$ cat src/rtl/core/bounded_substring_search_top_assert.svh
`ifndef BOUNDED_SUBSTRING_SEARCH_TOP_ASSERT_SVH
`define BOUNDED_SUBSTRING_SEARCH_TOP_ASSERT_SVH

// same-cycle implication
`define BSS_ASSERT_NOW(label, clk, rstn, ante, cons, msg) \
  label: assert property (@(posedge clk) disable iff (!rstn) (ante) |-> (cons)) \
    else $error(msg);

// next-cycle implication
`define BSS_ASSERT_NEXT(label, clk, rstn, ante, cons, msg) \
  label: assert property (@(posedge clk) disable iff (!rstn) (ante) |=> (cons)) \
    else $error(msg);

`endif

$ cat src/rtl/core/bss_pkg.sv
package bss_pkg;

  localparam int unsigned PatBytes = 8;
  localparam int unsigned ByteW    = 8;
  localparam int unsigned LenW     = 4;
  localparam int unsigned LimitW   = 16;
  localparam int unsigned StartW   = 16;
  localparam int unsigned CfgIdxW  = 8;
  localparam int unsigned CfgDataW = 32;

  localparam logic [CfgIdxW-1:0] CfgPatLow  = CfgIdxW'(0);
  localparam logic [CfgIdxW-1:0] CfgPatHigh = CfgIdxW'(1);
  localparam logic [CfgIdxW-1:0] CfgPatLen  = CfgIdxW'(2);
  localparam logic [CfgIdxW-1:0] CfgLimit   = CfgIdxW'(3);

  typedef struct packed {
    logic [PatBytes-1:0][ByteW-1:0] pattern;
    logic [LenW-1:0]                pat_len;
    logic [LimitW-1:0]              limit;
  } cfg_t;

  typedef struct packed {
    logic              valid;
    logic              found;
    logic [StartW-1:0] match_start;
  } res_t;

endpackage

$ cat src/rtl/core/bss_if.sv
interface bss_text_if;
  import bss_pkg::*;
  logic             valid;
  logic             ready;
  logic [ByteW-1:0] text_byte;
  logic             final_byte;
  modport source (output valid, text_byte, final_byte, input ready);
  modport sink (input valid, text_byte, final_byte, output ready);
endinterface

interface bss_res_if;
  import bss_pkg::*;
  logic              valid;
  logic              ready;
  logic              found;
  logic [StartW-1:0] match_start;
  modport source (output valid, found, match_start, input ready);
  modport sink (input valid, found, match_start, output ready);
endinterface

interface bss_cfg_if;
  import bss_pkg::*;
  logic                valid;
  logic                ready;
  logic [CfgIdxW-1:0]  index;
  logic [CfgDataW-1:0] data;
  modport source (output valid, index, data, input ready);
  modport sink (input valid, index, data, output ready);
endinterface

$ cat src/rtl/core/bss_cfg.sv
module bss_cfg #(
  parameter int unsigned MAX_PATTERN_BYTES = 8
) (
  input  logic          clk_i,
  input  logic          rst_ni,
  bss_cfg_if.sink       cfg_i,
  output bss_pkg::cfg_t cfg_o
);
  import bss_pkg::*;

  localparam int unsigned NumBytes =
    (MAX_PATTERN_BYTES < PatBytes) ? MAX_PATTERN_BYTES : PatBytes;

  logic [CfgDataW-1:0] pat_lo_q, pat_hi_q;
  logic [LenW-1:0]     len_q;
  logic [LimitW-1:0]   limit_q;
  logic [PatBytes-1:0][ByteW-1:0] pat_bytes;
  logic [LenW-1:0]     cap_len, eff_len;

  assign cfg_i.ready = 1'b1;

  always_ff @(posedge clk_i or negedge rst_ni) begin
    if (!rst_ni) begin
      pat_lo_q <= '0;
      pat_hi_q <= '0;
      len_q    <= '0;
      limit_q  <= '1;
    end else if (cfg_i.valid && cfg_i.ready) begin
      case (cfg_i.index)
        CfgPatLow:  pat_lo_q <= cfg_i.data;
        CfgPatHigh: pat_hi_q <= cfg_i.data;
        CfgPatLen:  len_q    <= cfg_i.data[LenW-1:0];
        CfgLimit:   limit_q  <= cfg_i.data[LimitW-1:0];
        default: ;
      endcase
    end
  end

  assign pat_bytes = {pat_hi_q, pat_lo_q};

  // a zero byte inside the pattern ends it
  always_comb begin
    cap_len = (len_q > LenW'(NumBytes)) ? LenW'(NumBytes) : len_q;
    eff_len = cap_len;
    for (int i = PatBytes - 1; i >= 0; i--) begin
      if (LenW'(i) < cap_len && pat_bytes[i] == '0) eff_len = LenW'(i);
    end
  end

  assign cfg_o.pattern = pat_bytes;
  assign cfg_o.pat_len = eff_len;
  assign cfg_o.limit   = limit_q;

endmodule

$ cat src/rtl/core/bss_match.sv
`include "bounded_substring_search_top_assert.svh"

module bss_match #(
  parameter int unsigned MAX_PATTERN_BYTES = 8,
  parameter int unsigned POSITION_BITS     = 16
) (
  input  logic          clk_i,
  input  logic          rst_ni,
  bss_text_if.sink      in_i,
  input  bss_pkg::cfg_t cfg_i,
  input  logic          out_free_i,
  output bss_pkg::res_t res_o
);
  import bss_pkg::*;

  localparam int unsigned NumBytes =
    (MAX_PATTERN_BYTES < PatBytes) ? MAX_PATTERN_BYTES : PatBytes;
  localparam int unsigned PosW = POSITION_BITS + 1;
  localparam int unsigned CmpW = (PosW > LimitW + 1) ? PosW : LimitW + 1;
  localparam logic [CmpW-1:0] MaxPos = CmpW'(1) << POSITION_BITS;

  logic             s1_valid_q;
  logic [ByteW-1:0] s1_byte_q;
  logic             s1_fin_q;
  logic [NumBytes-1:0] pm_q, pm_d, next_pm;
  logic [PosW-1:0]  pos_q, pos_d;
  logic             dec_q, dec_d;
  logic             advance, s1_ends, hit, emit, found, clear;
  logic [CmpW-1:0]  lim_raw, lim, pos_ext, start_full;

  assign advance    = s1_valid_q && out_free_i;
  assign in_i.ready = !s1_valid_q || advance;

  always_ff @(posedge clk_i or negedge rst_ni) begin
    if (!rst_ni) begin
      s1_valid_q <= 1'b0;
    end else if (in_i.ready) begin
      s1_valid_q <= in_i.valid;
    end
  end

  always_ff @(posedge clk_i) begin
    if (in_i.valid && in_i.ready) begin
      s1_byte_q <= in_i.text_byte;
      s1_fin_q  <= in_i.final_byte;
    end
  end

  assign s1_ends = (s1_byte_q == '0) || s1_fin_q;
  assign lim_raw = CmpW'(cfg_i.limit);
  assign lim     = (lim_raw > MaxPos) ? MaxPos : lim_raw;
  assign pos_ext = CmpW'(pos_q);

  always_comb begin
    next_pm = '0;
    hit     = 1'b0;
    for (int i = 0; i < NumBytes; i++) begin
      if (LenW'(i) < cfg_i.pat_len && s1_byte_q == cfg_i.pattern[i]) begin
        if (i == 0) next_pm[i] = pos_ext < lim;
        else        next_pm[i] = pm_q[(i == 0) ? 0 : i - 1];
      end
      if (LenW'(i + 1) == cfg_i.pat_len && next_pm[i]) hit = 1'b1;
    end
  end

  assign start_full = pos_ext - CmpW'(cfg_i.pat_len) + CmpW'(1);

  always_comb begin
    pm_d  = pm_q;
    pos_d = pos_q;
    dec_d = dec_q;
    emit  = 1'b0;
    found = 1'b0;
    clear = 1'b0;
    if (dec_q) begin
      clear = s1_ends;
    end else if (cfg_i.pat_len == '0) begin
      emit  = 1'b1;
      found = 1'b1;
      clear = s1_ends;
      dec_d = 1'b1;
    end else if (lim == '0) begin
      emit  = 1'b1;
      clear = s1_ends;
      dec_d = 1'b1;
    end else if (s1_byte_q == '0) begin
      emit  = 1'b1;
      clear = 1'b1;
    end else begin
      pm_d = next_pm;
      if (hit) begin
        emit  = 1'b1;
        found = 1'b1;
        clear = s1_fin_q;
        dec_d = 1'b1;
      end else if (next_pm == '0 && pos_ext + CmpW'(1) >= lim) begin
        emit  = 1'b1;
        clear = s1_fin_q;
        dec_d = 1'b1;
      end else if (s1_fin_q) begin
        emit  = 1'b1;
        clear = 1'b1;
      end else begin
        pos_d = pos_q + PosW'(1);
      end
    end
    if (clear) begin
      pm_d  = '0;
      pos_d = '0;
      dec_d = 1'b0;
    end
  end

  always_ff @(posedge clk_i or negedge rst_ni) begin
    if (!rst_ni) begin
      pm_q  <= '0;
      pos_q <= '0;
      dec_q <= 1'b0;
    end else if (advance) begin
      pm_q  <= pm_d;
      pos_q <= pos_d;
      dec_q <= dec_d;
    end
  end

  assign res_o.valid       = advance && emit;
  assign res_o.found       = found;
  assign res_o.match_start =
    (found && cfg_i.pat_len != '0) ? start_full[StartW-1:0] : '0;

  `BSS_ASSERT_NOW(a_notfound_zero, clk_i, rst_ni, res_o.valid && !res_o.found, res_o.match_start == '0, "not-found result with nonzero start")
  `BSS_ASSERT_NEXT(a_decided_after_res, clk_i, rst_ni, res_o.valid && !s1_ends, dec_q, "result without end of string left search open")
  `BSS_ASSERT_NEXT(a_end_clears, clk_i, rst_ni, advance && dec_q && s1_ends, !dec_q && pos_q == '0 && pm_q == '0, "end of string after decision did not clear state")
  `BSS_ASSERT_NOW(a_no_res_when_decided, clk_i, rst_ni, advance && dec_q, !res_o.valid, "result produced after decision")

endmodule

$ cat src/rtl/core/bounded_substring_search_top.sv
// channel  dir  payload                      accepted when
// in_i     in   text_byte[7:0], final_byte   in_i.valid && in_i.ready
// res_o    out  found, match_start[15:0]     res_o.valid && res_o.ready
// cfg_i    in   index[7:0], data[31:0]       cfg_i.valid && cfg_i.ready (always ready)
//
// One byte per cycle sustained while the result channel is not stalled; a result is registered
// on its way through input register, one pass of compare logic, output register.
// Reset clears the search state and loads the register defaults (limit all ones).
// A stalled result holds the output register; the input stage keeps taking a byte
// as long as the output register is free or being emptied.
module bounded_substring_search_top #(
  parameter int unsigned MAX_PATTERN_BYTES = 8,
  parameter int unsigned POSITION_BITS     = 16
) (
  input  logic       clk_i,
  input  logic       rst_ni,
  bss_text_if.sink   in_i,
  bss_res_if.source  res_o,
  bss_cfg_if.sink    cfg_i
);
  import bss_pkg::*;

  cfg_t              cfg;
  res_t              res_next;
  logic              out_free;
  logic              res_valid_q;
  logic              found_q;
  logic [StartW-1:0] start_q;

  bss_cfg #(
    .MAX_PATTERN_BYTES(MAX_PATTERN_BYTES)
  ) u_cfg (
    .clk_i,
    .rst_ni,
    .cfg_i,
    .cfg_o(cfg)
  );

  bss_match #(
    .MAX_PATTERN_BYTES(MAX_PATTERN_BYTES),
    .POSITION_BITS(POSITION_BITS)
  ) u_match (
    .clk_i,
    .rst_ni,
    .in_i,
    .cfg_i(cfg),
    .out_free_i(out_free),
    .res_o(res_next)
  );

  assign out_free = !res_valid_q || res_o.ready;

  always_ff @(posedge clk_i or negedge rst_ni) begin
    if (!rst_ni) begin
      res_valid_q <= 1'b0;
    end else if (out_free) begin
      res_valid_q <= res_next.valid;
    end
  end

  always_ff @(posedge clk_i) begin
    if (res_next.valid) begin
      found_q <= res_next.found;
      start_q <= res_next.match_start;
    end
  end

  assign res_o.valid       = res_valid_q;
  assign res_o.found       = found_q;
  assign res_o.match_start = start_q;

endmodule

$ cat src/flat_wrapper.sv
// flat-port wrapper written by rule: the top's interface ports become plain ports
module bounded_substring_search_top_flat import bss_pkg::*;
#(
  parameter int unsigned MAX_PATTERN_BYTES = 8,
  parameter int unsigned POSITION_BITS     = 16
)
  (clk_i, rst_ni, in_i_valid, in_i_text_byte, in_i_final_byte, in_i_ready, res_o_valid, res_o_found, res_o_match_start, res_o_ready, cfg_i_valid, cfg_i_index, cfg_i_data, cfg_i_ready);
  bss_text_if in_i_i ();
  bss_res_if res_o_i ();
  bss_cfg_if cfg_i_i ();
  input  logic clk_i;
  input  logic rst_ni;
  input wire logic [$bits(in_i_i.valid)-1:0] in_i_valid;
  input wire logic [$bits(in_i_i.text_byte)-1:0] in_i_text_byte;
  input wire logic [$bits(in_i_i.final_byte)-1:0] in_i_final_byte;
  output wire logic [$bits(in_i_i.ready)-1:0] in_i_ready;
  output wire logic [$bits(res_o_i.valid)-1:0] res_o_valid;
  output wire logic [$bits(res_o_i.found)-1:0] res_o_found;
  output wire logic [$bits(res_o_i.match_start)-1:0] res_o_match_start;
  input wire logic [$bits(res_o_i.ready)-1:0] res_o_ready;
  input wire logic [$bits(cfg_i_i.valid)-1:0] cfg_i_valid;
  input wire logic [$bits(cfg_i_i.index)-1:0] cfg_i_index;
  input wire logic [$bits(cfg_i_i.data)-1:0] cfg_i_data;
  output wire logic [$bits(cfg_i_i.ready)-1:0] cfg_i_ready;
  assign in_i_i.valid = in_i_valid;
  assign in_i_i.text_byte = in_i_text_byte;
  assign in_i_i.final_byte = in_i_final_byte;
  assign in_i_ready = in_i_i.ready;
  assign res_o_valid = res_o_i.valid;
  assign res_o_found = res_o_i.found;
  assign res_o_match_start = res_o_i.match_start;
  assign res_o_i.ready = res_o_ready;
  assign cfg_i_i.valid = cfg_i_valid;
  assign cfg_i_i.index = cfg_i_index;
  assign cfg_i_i.data = cfg_i_data;
  assign cfg_i_ready = cfg_i_i.ready;
  bounded_substring_search_top #(.MAX_PATTERN_BYTES(MAX_PATTERN_BYTES), .POSITION_BITS(POSITION_BITS)) u_core (.clk_i(clk_i), .rst_ni(rst_ni), .in_i(in_i_i), .res_o(res_o_i), .cfg_i(cfg_i_i));
endmodule
$ cat config.mk
export PLATFORM = sky130hd
export DESIGN_NAME = bounded_substring_search_top_flat
export DESIGN_NICKNAME = d
export VERILOG_FILES = /design/src/rtl/core/bss_pkg.sv /design/src/rtl/core/bss_if.sv /design/src/rtl/core/bss_cfg.sv /design/src/rtl/core/bss_match.sv /design/src/rtl/core/bounded_substring_search_top.sv /design/src/flat_wrapper.sv
export VERILOG_INCLUDE_DIRS = /design/src /design/src/rtl/core
export SDC_FILE = /design/constraint.sdc
export NUM_CORES = 1
export LEC_CHECK = 0
export ABC_AREA = 0
export BUFFER_PORTS_ARGS = -buffer_cell sky130_fd_sc_hd__clkbuf_2
export CAP_MARGIN = 20
export CORE_ASPECT_RATIO = 0.5
export CORE_MARGIN = 2
export CORE_UTILIZATION = 52
export CTS_BUF_LIST = sky130_fd_sc_hd__clkbuf_8 sky130_fd_sc_hd__clkbuf_16
export DETAILED_ROUTE_END_ITERATION = 10
export GPL_TIMING_DRIVEN = 0
export HOLD_SLACK_MARGIN = 0.05
export PLACE_DENSITY = 0.71
export SETUP_SLACK_MARGIN = 0.4
export SLEW_MARGIN = 20
export SYNTH_ARGS = -nofsm -noshare
export SYNTH_HDL_FRONTEND = slang
export SYNTH_SLANG_ARGS = --single-unit
$ cat constraint.sdc
create_clock -name clk_i -period 10.9 [get_ports clk_i]
set_input_delay 0.545 -clock clk_i [delete_from_list [all_inputs] [get_ports clk_i]]
set_output_delay 0.545 -clock clk_i [all_outputs]
set_load 0.1 [all_outputs]
---- After elaboration in Yosys (flattened, before gate mapping) ----
Index checks and enable logic that the tools add are counted.
storage, ports and cells
  output and inout port bits .............. 20
  bits in registers ....................... 137
cells by class
  mux-type cells .......................... 64
  reduce and logical (&&, ||, !) cells .... 54
  $add $sub $neg .......................... 3
  $lt $le $gt $ge ......................... 20
  equality and inequality tests ........... 26
operators by type and width
  operator                                                   count
  two-way mux 17 bit                                         9
  zero test 8 bit                                            11
  equality test 8 bit                                        8
  two-way mux 1 bit                                          41
  two-way mux 4 bit                                          9
  two-way mux 7 bit                                          5
  less-than comparator 3 x 4 -> 1 bit, first input constant  8
  logical AND 1 bit                                          29
  adder 17 x 1 -> 17 bit, second input constant              1
  greater-or-equal comparator 17 bit                         1
  > comparator 16 x 17 -> 1 bit, second input constant       1
  zero test 17 bit                                           1
  less-than comparator 17 bit                                1
  adder 16 x 1 -> 16 bit, second input constant              1
  equality test 3 x 4 -> 1 bit, first input constant         4
  equality test 8 x 2 -> 1 bit, second input constant        2
  less-than comparator 1 x 4 -> 1 bit, first input constant  4
  less-than comparator 2 x 4 -> 1 bit, first input constant  4
  subtractor 16 x 4 -> 16 bit                                1
  equality test 2 x 4 -> 1 bit, first input constant         2
  equality test 8 x 1 -> 1 bit, second input constant        1
  inequality test 2 bit, second input constant               4
  AND reduction 2 bit                                        4
  AND reduction 8 bit                                        1
  other kinds (9)                                            14

---- Logic depth before layout (Yosys ltp) ----
  depth after elaboration ................. 31
  depth in mapped cells ................... 22
  mapped depth without buffers ............ 20

---- Hierarchy ----
A second synthesis with hierarchy kept.
unflattened totals
  cells, all modules ...................... 788
  area, all modules ....................... 8645.8 sq um
by module, submodules not included
  module                        cells each  instances  area an instance (sq um)
  bss_match                     536         1          4571.9
  bss_cfg                       232         1          3515.9
  bounded_substring_search_top  20          1          558.0

---- Worst setup path before layout ----
No wires, ideal clock.
  path kind ............................... reg2reg
  start point ............................. register u_core.u_match.pos_q[0] (netlist: u_core.u_match.pos_ext[0])
  end point ............................... register u_core.found_q (netlist: u_core.res_o.found), enable pin
  path buffers ............................ 0
  stages on the path, launching flop included .. 16
  arrival ................................. 4213 ps
  library setup time ...................... 416 ps
  period minus slack after synthesis ...... 4630 ps
  setup slack ............................. 6270 ps
  cells stage by stage .................... dfrtp_1 -> ha_1 -> nand4_1 -> nor2_1 -> and4_1 -> nor2_1 -> or2_2 -> ha_1 -> nand4b_1 -> or3_1 -> o21ai_0 -> a21oi_1 -> a31oi_1 -> nand4_1 -> nor4b_1 -> nor3b_1
RTL lines
  element                 line                                RTL
  start, declared         bss_match.sv:26                     logic [PosW-1:0] pos_q, pos_d;
  start signal, assigned  bss_match.sv:121                    pos_q <= pos_d;
  end signal, assigned    bounded_substring_search_top.sv:63  found_q <= res_next.found;
  end, declared           bounded_substring_search_top.sv:27  logic found_q;

---- Worst setup path in the final report ----
  start point ............................. register u_core.u_cfg.len_q[3]
  end point ............................... register u_core.start_q[15] (netlist: u_core.res_o.match_start[15]), data pin
on the way
  longest elaborated chain between the ends .. 30
ends and longest elaborated chain
  element                              line                                RTL
  start, declared                      bss_cfg.sv:15                       logic [LenW-1:0] len_q;
  start signal, assigned               bss_cfg.sv:32                       CfgPatLen: len_q <= cfg_i.data[LenW-1:0];
  > comparator 4 bit                   bss_cfg.sv:43                       cap_len = (len_q > LenW'(NumBytes)) ? LenW'(NumBytes) : len_q;
  two-way mux 4 bit (*)                bss_cfg.sv:43
  less-than comparator 3 x 4 -> 1 bit  bss_cfg.sv:46                       if (LenW'(i) < cap_len && pat_bytes[i] == '0) eff_len = LenW'(i);
  logical AND 1 bit                    bss_cfg.sv:46
  two-way mux 4 bit (7 in series)      bss_cfg.sv:46
  two-way mux 4 bit (*)                bss_cfg.sv:46
  less-than comparator 1 x 4 -> 1 bit  bss_match.sv:58                     if (LenW'(i) < cfg_i.pat_len && s1_byte_q == cfg_i.pattern[i]) begin
  logical AND 1 bit                    bss_match.sv:58
  two-way mux 1 bit                    bss_match.sv:58
  logical AND 1 bit                    bss_match.sv:62                     if (LenW'(i + 1) == cfg_i.pat_len && next_pm[i]) hit = 1'b1;
  two-way mux 1 bit (8 in series)      bss_match.sv:62
  two-way mux 1 bit                    bss_match.sv:91                     if (hit) begin
  two-way mux 1 bit                    bss_match.sv:86                     end else if (s1_byte_q == '0) begin
  two-way mux 1 bit                    bss_match.sv:82                     end else if (lim == '0) begin
  two-way mux 1 bit                    bss_match.sv:77                     end else if (cfg_i.pat_len == '0) begin
  two-way mux 1 bit                    bss_match.sv:75                     if (dec_q) begin
  logical AND 1 bit                    bss_match.sv:129                    (found && cfg_i.pat_len != '0) ? start_full[StartW-1:0] : '0;
  end signal, assigned                 bounded_substring_search_top.sv:64  start_q <= res_next.match_start;
  end, declared                        bounded_substring_search_top.sv:28  logic [StartW-1:0] start_q;
Mark *: on every way between the ends. The rest lies on a longest branch, timed or not.
A chain may end at the register's enable or synchronous reset.

==> results.tsv <==
metric	value	unit
run_status	finished, final reports clean	
cts_buffers	17	
crit_required	11.14	ns
first_global_vias	6399	
row_count	32	
gp_congestion	0.926	
yosysTopAreaCell	dfrtp_1	
area_growth	15.4	%
drc	0	
whs	0.289	ns
rsz0062_at_grt	false	
initialDrtViolationCount	481	
synth.cell_area	0.00836	sq mm
clkSinkCount	137	
crit_chain	buf_2, or2_2, clkbuf_1, o211ai_1, nand2_1, nor4b_1, inv_1, ha_1, ha_1, nor2b_1, o21ai_0, a21boi_0, o21ai_0, nand2b_1, a21o_1, nand4_1, a31oi_1, and4_1, nor4_1	
hp-class	primary input to register	
viasPerCell	5.85	
slew_headroom	41.4	%
crit_buf_inv	3	
p_total	1.54	mW
io_pins	74	
cts_resized	0	
nets	991	
grt_usage	25.7	%
cts_max_level	4	
clock_skew	0.0109	ns
clock_latency	0.43	ns
fin_util	61.9	%
power.leakage	4.45	nW
nFillCells	1242	
ys_ff_latch	137	
crit_path_start_kind	register	
final_max_slew_viol_count	0	
ys_seq_area_share	42.8	%
synth_nets	897	
grt_max_degree	90	
synth_top_cell_area_share	28.4	%
grt_first_pass_wirelength	33700	microns
drt_wl_total	20600	microns
core_area	0.0156	sq mm
hold_viol_final	0	
cpPeakStageDelay	0.66	ns
synth_cell_types	63	
n_antenna_cell	0	
start_util	53.7	%
globalRouteOverflowTotal	0	
chipWidth	183	microns
cp.arrival	5.36	ns
final_layout_size_suffix_gt1_share	25.7	%
vias	6383	
cts_tree	yes	
powerDensity	160	mW/mm^2
hpwl	15500	microns
max_freq	0.195	GHz
critical-path-top-delay-family	simple AND/OR/NAND/NOR gates	
maxCapViolations	0	
cts_hold_buf	1	
setup_tns	0	ns
ys.flop_type	dfrtp_1	
setup_viol	0	
final_cell_mix	dfrtp_1 (95), mux2_2 (85), clkbuf_2 (71)	
criticalPathCategory	register to register	
avgSynthCellArea	10.7	sq um
synthTopCellsByArea	dfrtp_1 (28%), mux2_2 (11%), edfxtp_1 (9.3%)	
fin_crit_sh	47.0	%
path_max_fanout	10	
max-clock-path-buffers	2	
die_h	93.7	microns
final_common_cell	dfrtp_1	
cts_root_buf	clkbuf_16	
period_needed	5.12	ns
port_buffers	72	
post_cts_buffers	0	
ys_warn_count	0	
critPathCaptureType	register	
cp_slowest_cell	nor4b_1	
die_area	0.0172	sq mm
antenna_found_initial	0	
synth-edff-count	26	
clk_pin_slew	0.06	ns
syn_inst	780	
ir_drop	108	uV
detail-route-antenna-nets	0	
worst_pin_slew	0.879	ns
routedWlPerCell	18.8	microns
synth-async-reset-ratio	81.0	%
first_pass_iters	5	
==> flip-flops by register name, summed over array words and instances (netlist names) <==
register	count
u_core.u_match.s1_fin_q	1
u_core.u_match.s1_byte_q	8
u_core.u_match.dec_q	1
u_core.u_match.pm_q	7
u_core.u_match.pos_ext	17
u_core.res_o.found	1
u_core.res_o.valid	1
u_core.u_cfg.pat_lo_q	32
u_core.res_o.match_start	16
u_core.u_cfg.limit_q	16
u_core.u_cfg.pat_hi_q	32
u_core.u_cfg.len_q	4
u_core.u_match.s1_valid_q	1
==> where the power goes <==
part	switching (mW)	leakage, nW	internal, mW	total [mW]
clock	0.248	0.300	0.357	0.605
combinational	0.217	2.44	0.130	0.347
sequential	0.0303	1.71	0.556	0.587
==> cells in the mapped netlist (11+ instances only) <==
| master | number |
|---|---|
| dfrtp_1 | 95 |
| mux2_2 | 85 |
| ha_1 | 62 |
| inv_1 | 48 |
| xnor2_1 | 43 |
| xor2_1 | 39 |
| nor4_1 | 36 |
| nand2_1 | 30 |
| nor2_1 | 30 |
| edfxtp_1 | 26 |
| nand3_1 | 26 |
| a21oi_1 | 25 |
| o21ai_0 | 24 |
| clkbuf_1 | 18 |
| dfstp_2 | 16 |
| nand4_1 | 15 |
| nor3_1 | 15 |
| a21o_1 | 12 |
| nand2b_1 | 12 |
| o211ai_1 | 11 |
==> worst paths after layout <==
kind / start / to / slack [ns] / depth (start not counted)
worst max-delay path: u_core.u_cfg.len_q[3] / u_core.res_o.match_start[15] / 5.78 / 19
worst min-delay path: in_i_text_byte[2] / u_core.u_match.s1_byte_q[2] / 0.29 / 1
worst max register to register: u_core.u_cfg.len_q[3] / u_core.res_o.match_start[15] / 5.78 / 19
worst min register to register: u_core.u_match.pm_q[2] / u_core.u_match.pm_q[2] / 0.52 / 2
max in group asynchronous: rst_ni / u_core.u_cfg.limit_q[4] / 9.63 / 3
min in group asynchronous: rst_ni / u_core.u_cfg.pat_lo_q[14] / 0.55 / 2
==> final cells by class <==
type	instances	area (sq um)	share of cell area (%)
multi-input cells	571	4490	46.6
flip-flops and latches	137	3580	37.1
clock buffers	19	453	4.70
repair buffers	75	414	4.29
well taps	204	255	2.65
inverters	48	180	1.87
clock inverters	13	158	1.63
plain buffers	24	111	1.15
==> cell families after synthesis <==
kind of cell    after synthesis  share of synthesized area [%]
xor+xnor                     82                           8.59
flops                       137                           42.8
buf+inv                      72                           3.49
mux                          85                           11.5
fa+ha+maj                    63                           9.52
other cells                   1                         0.0449
compound gates              125                           9.95
simple gates                215                           14.1
==> worst register-to-register path, delay by kind of cell (launching register included) <==
family                     cells  cell delay, ns
AOI/OAI and AO/OA              6            1.24
adders and majority gates      2            0.69
buffers and inverters          3            0.63
DFF                            1            0.35
and+or+nand+nor                8            2.03
==> metal layers <==
layer  vias up  GRT usage, %  wire length (microns)
li1       3053             -                      -
met1      3095          37.0                  10000
met2       205          39.8                   9010
met3        30          4.69                   1160
met4         0          7.80                    354
met5         -             0                      0
==> through the flow <==
stage,cell area [sq um],setup WS [ns],cells
floorplan,8360,6.27,780
global placement,8970,5.13,1056
detailed placement,9020,5.93,1058
CTS,9640,5.89,1091
global route,9640,5.32,1091
finish,9640,5.78,1091
No activity file was read; power rests on OpenSTA's default activity.
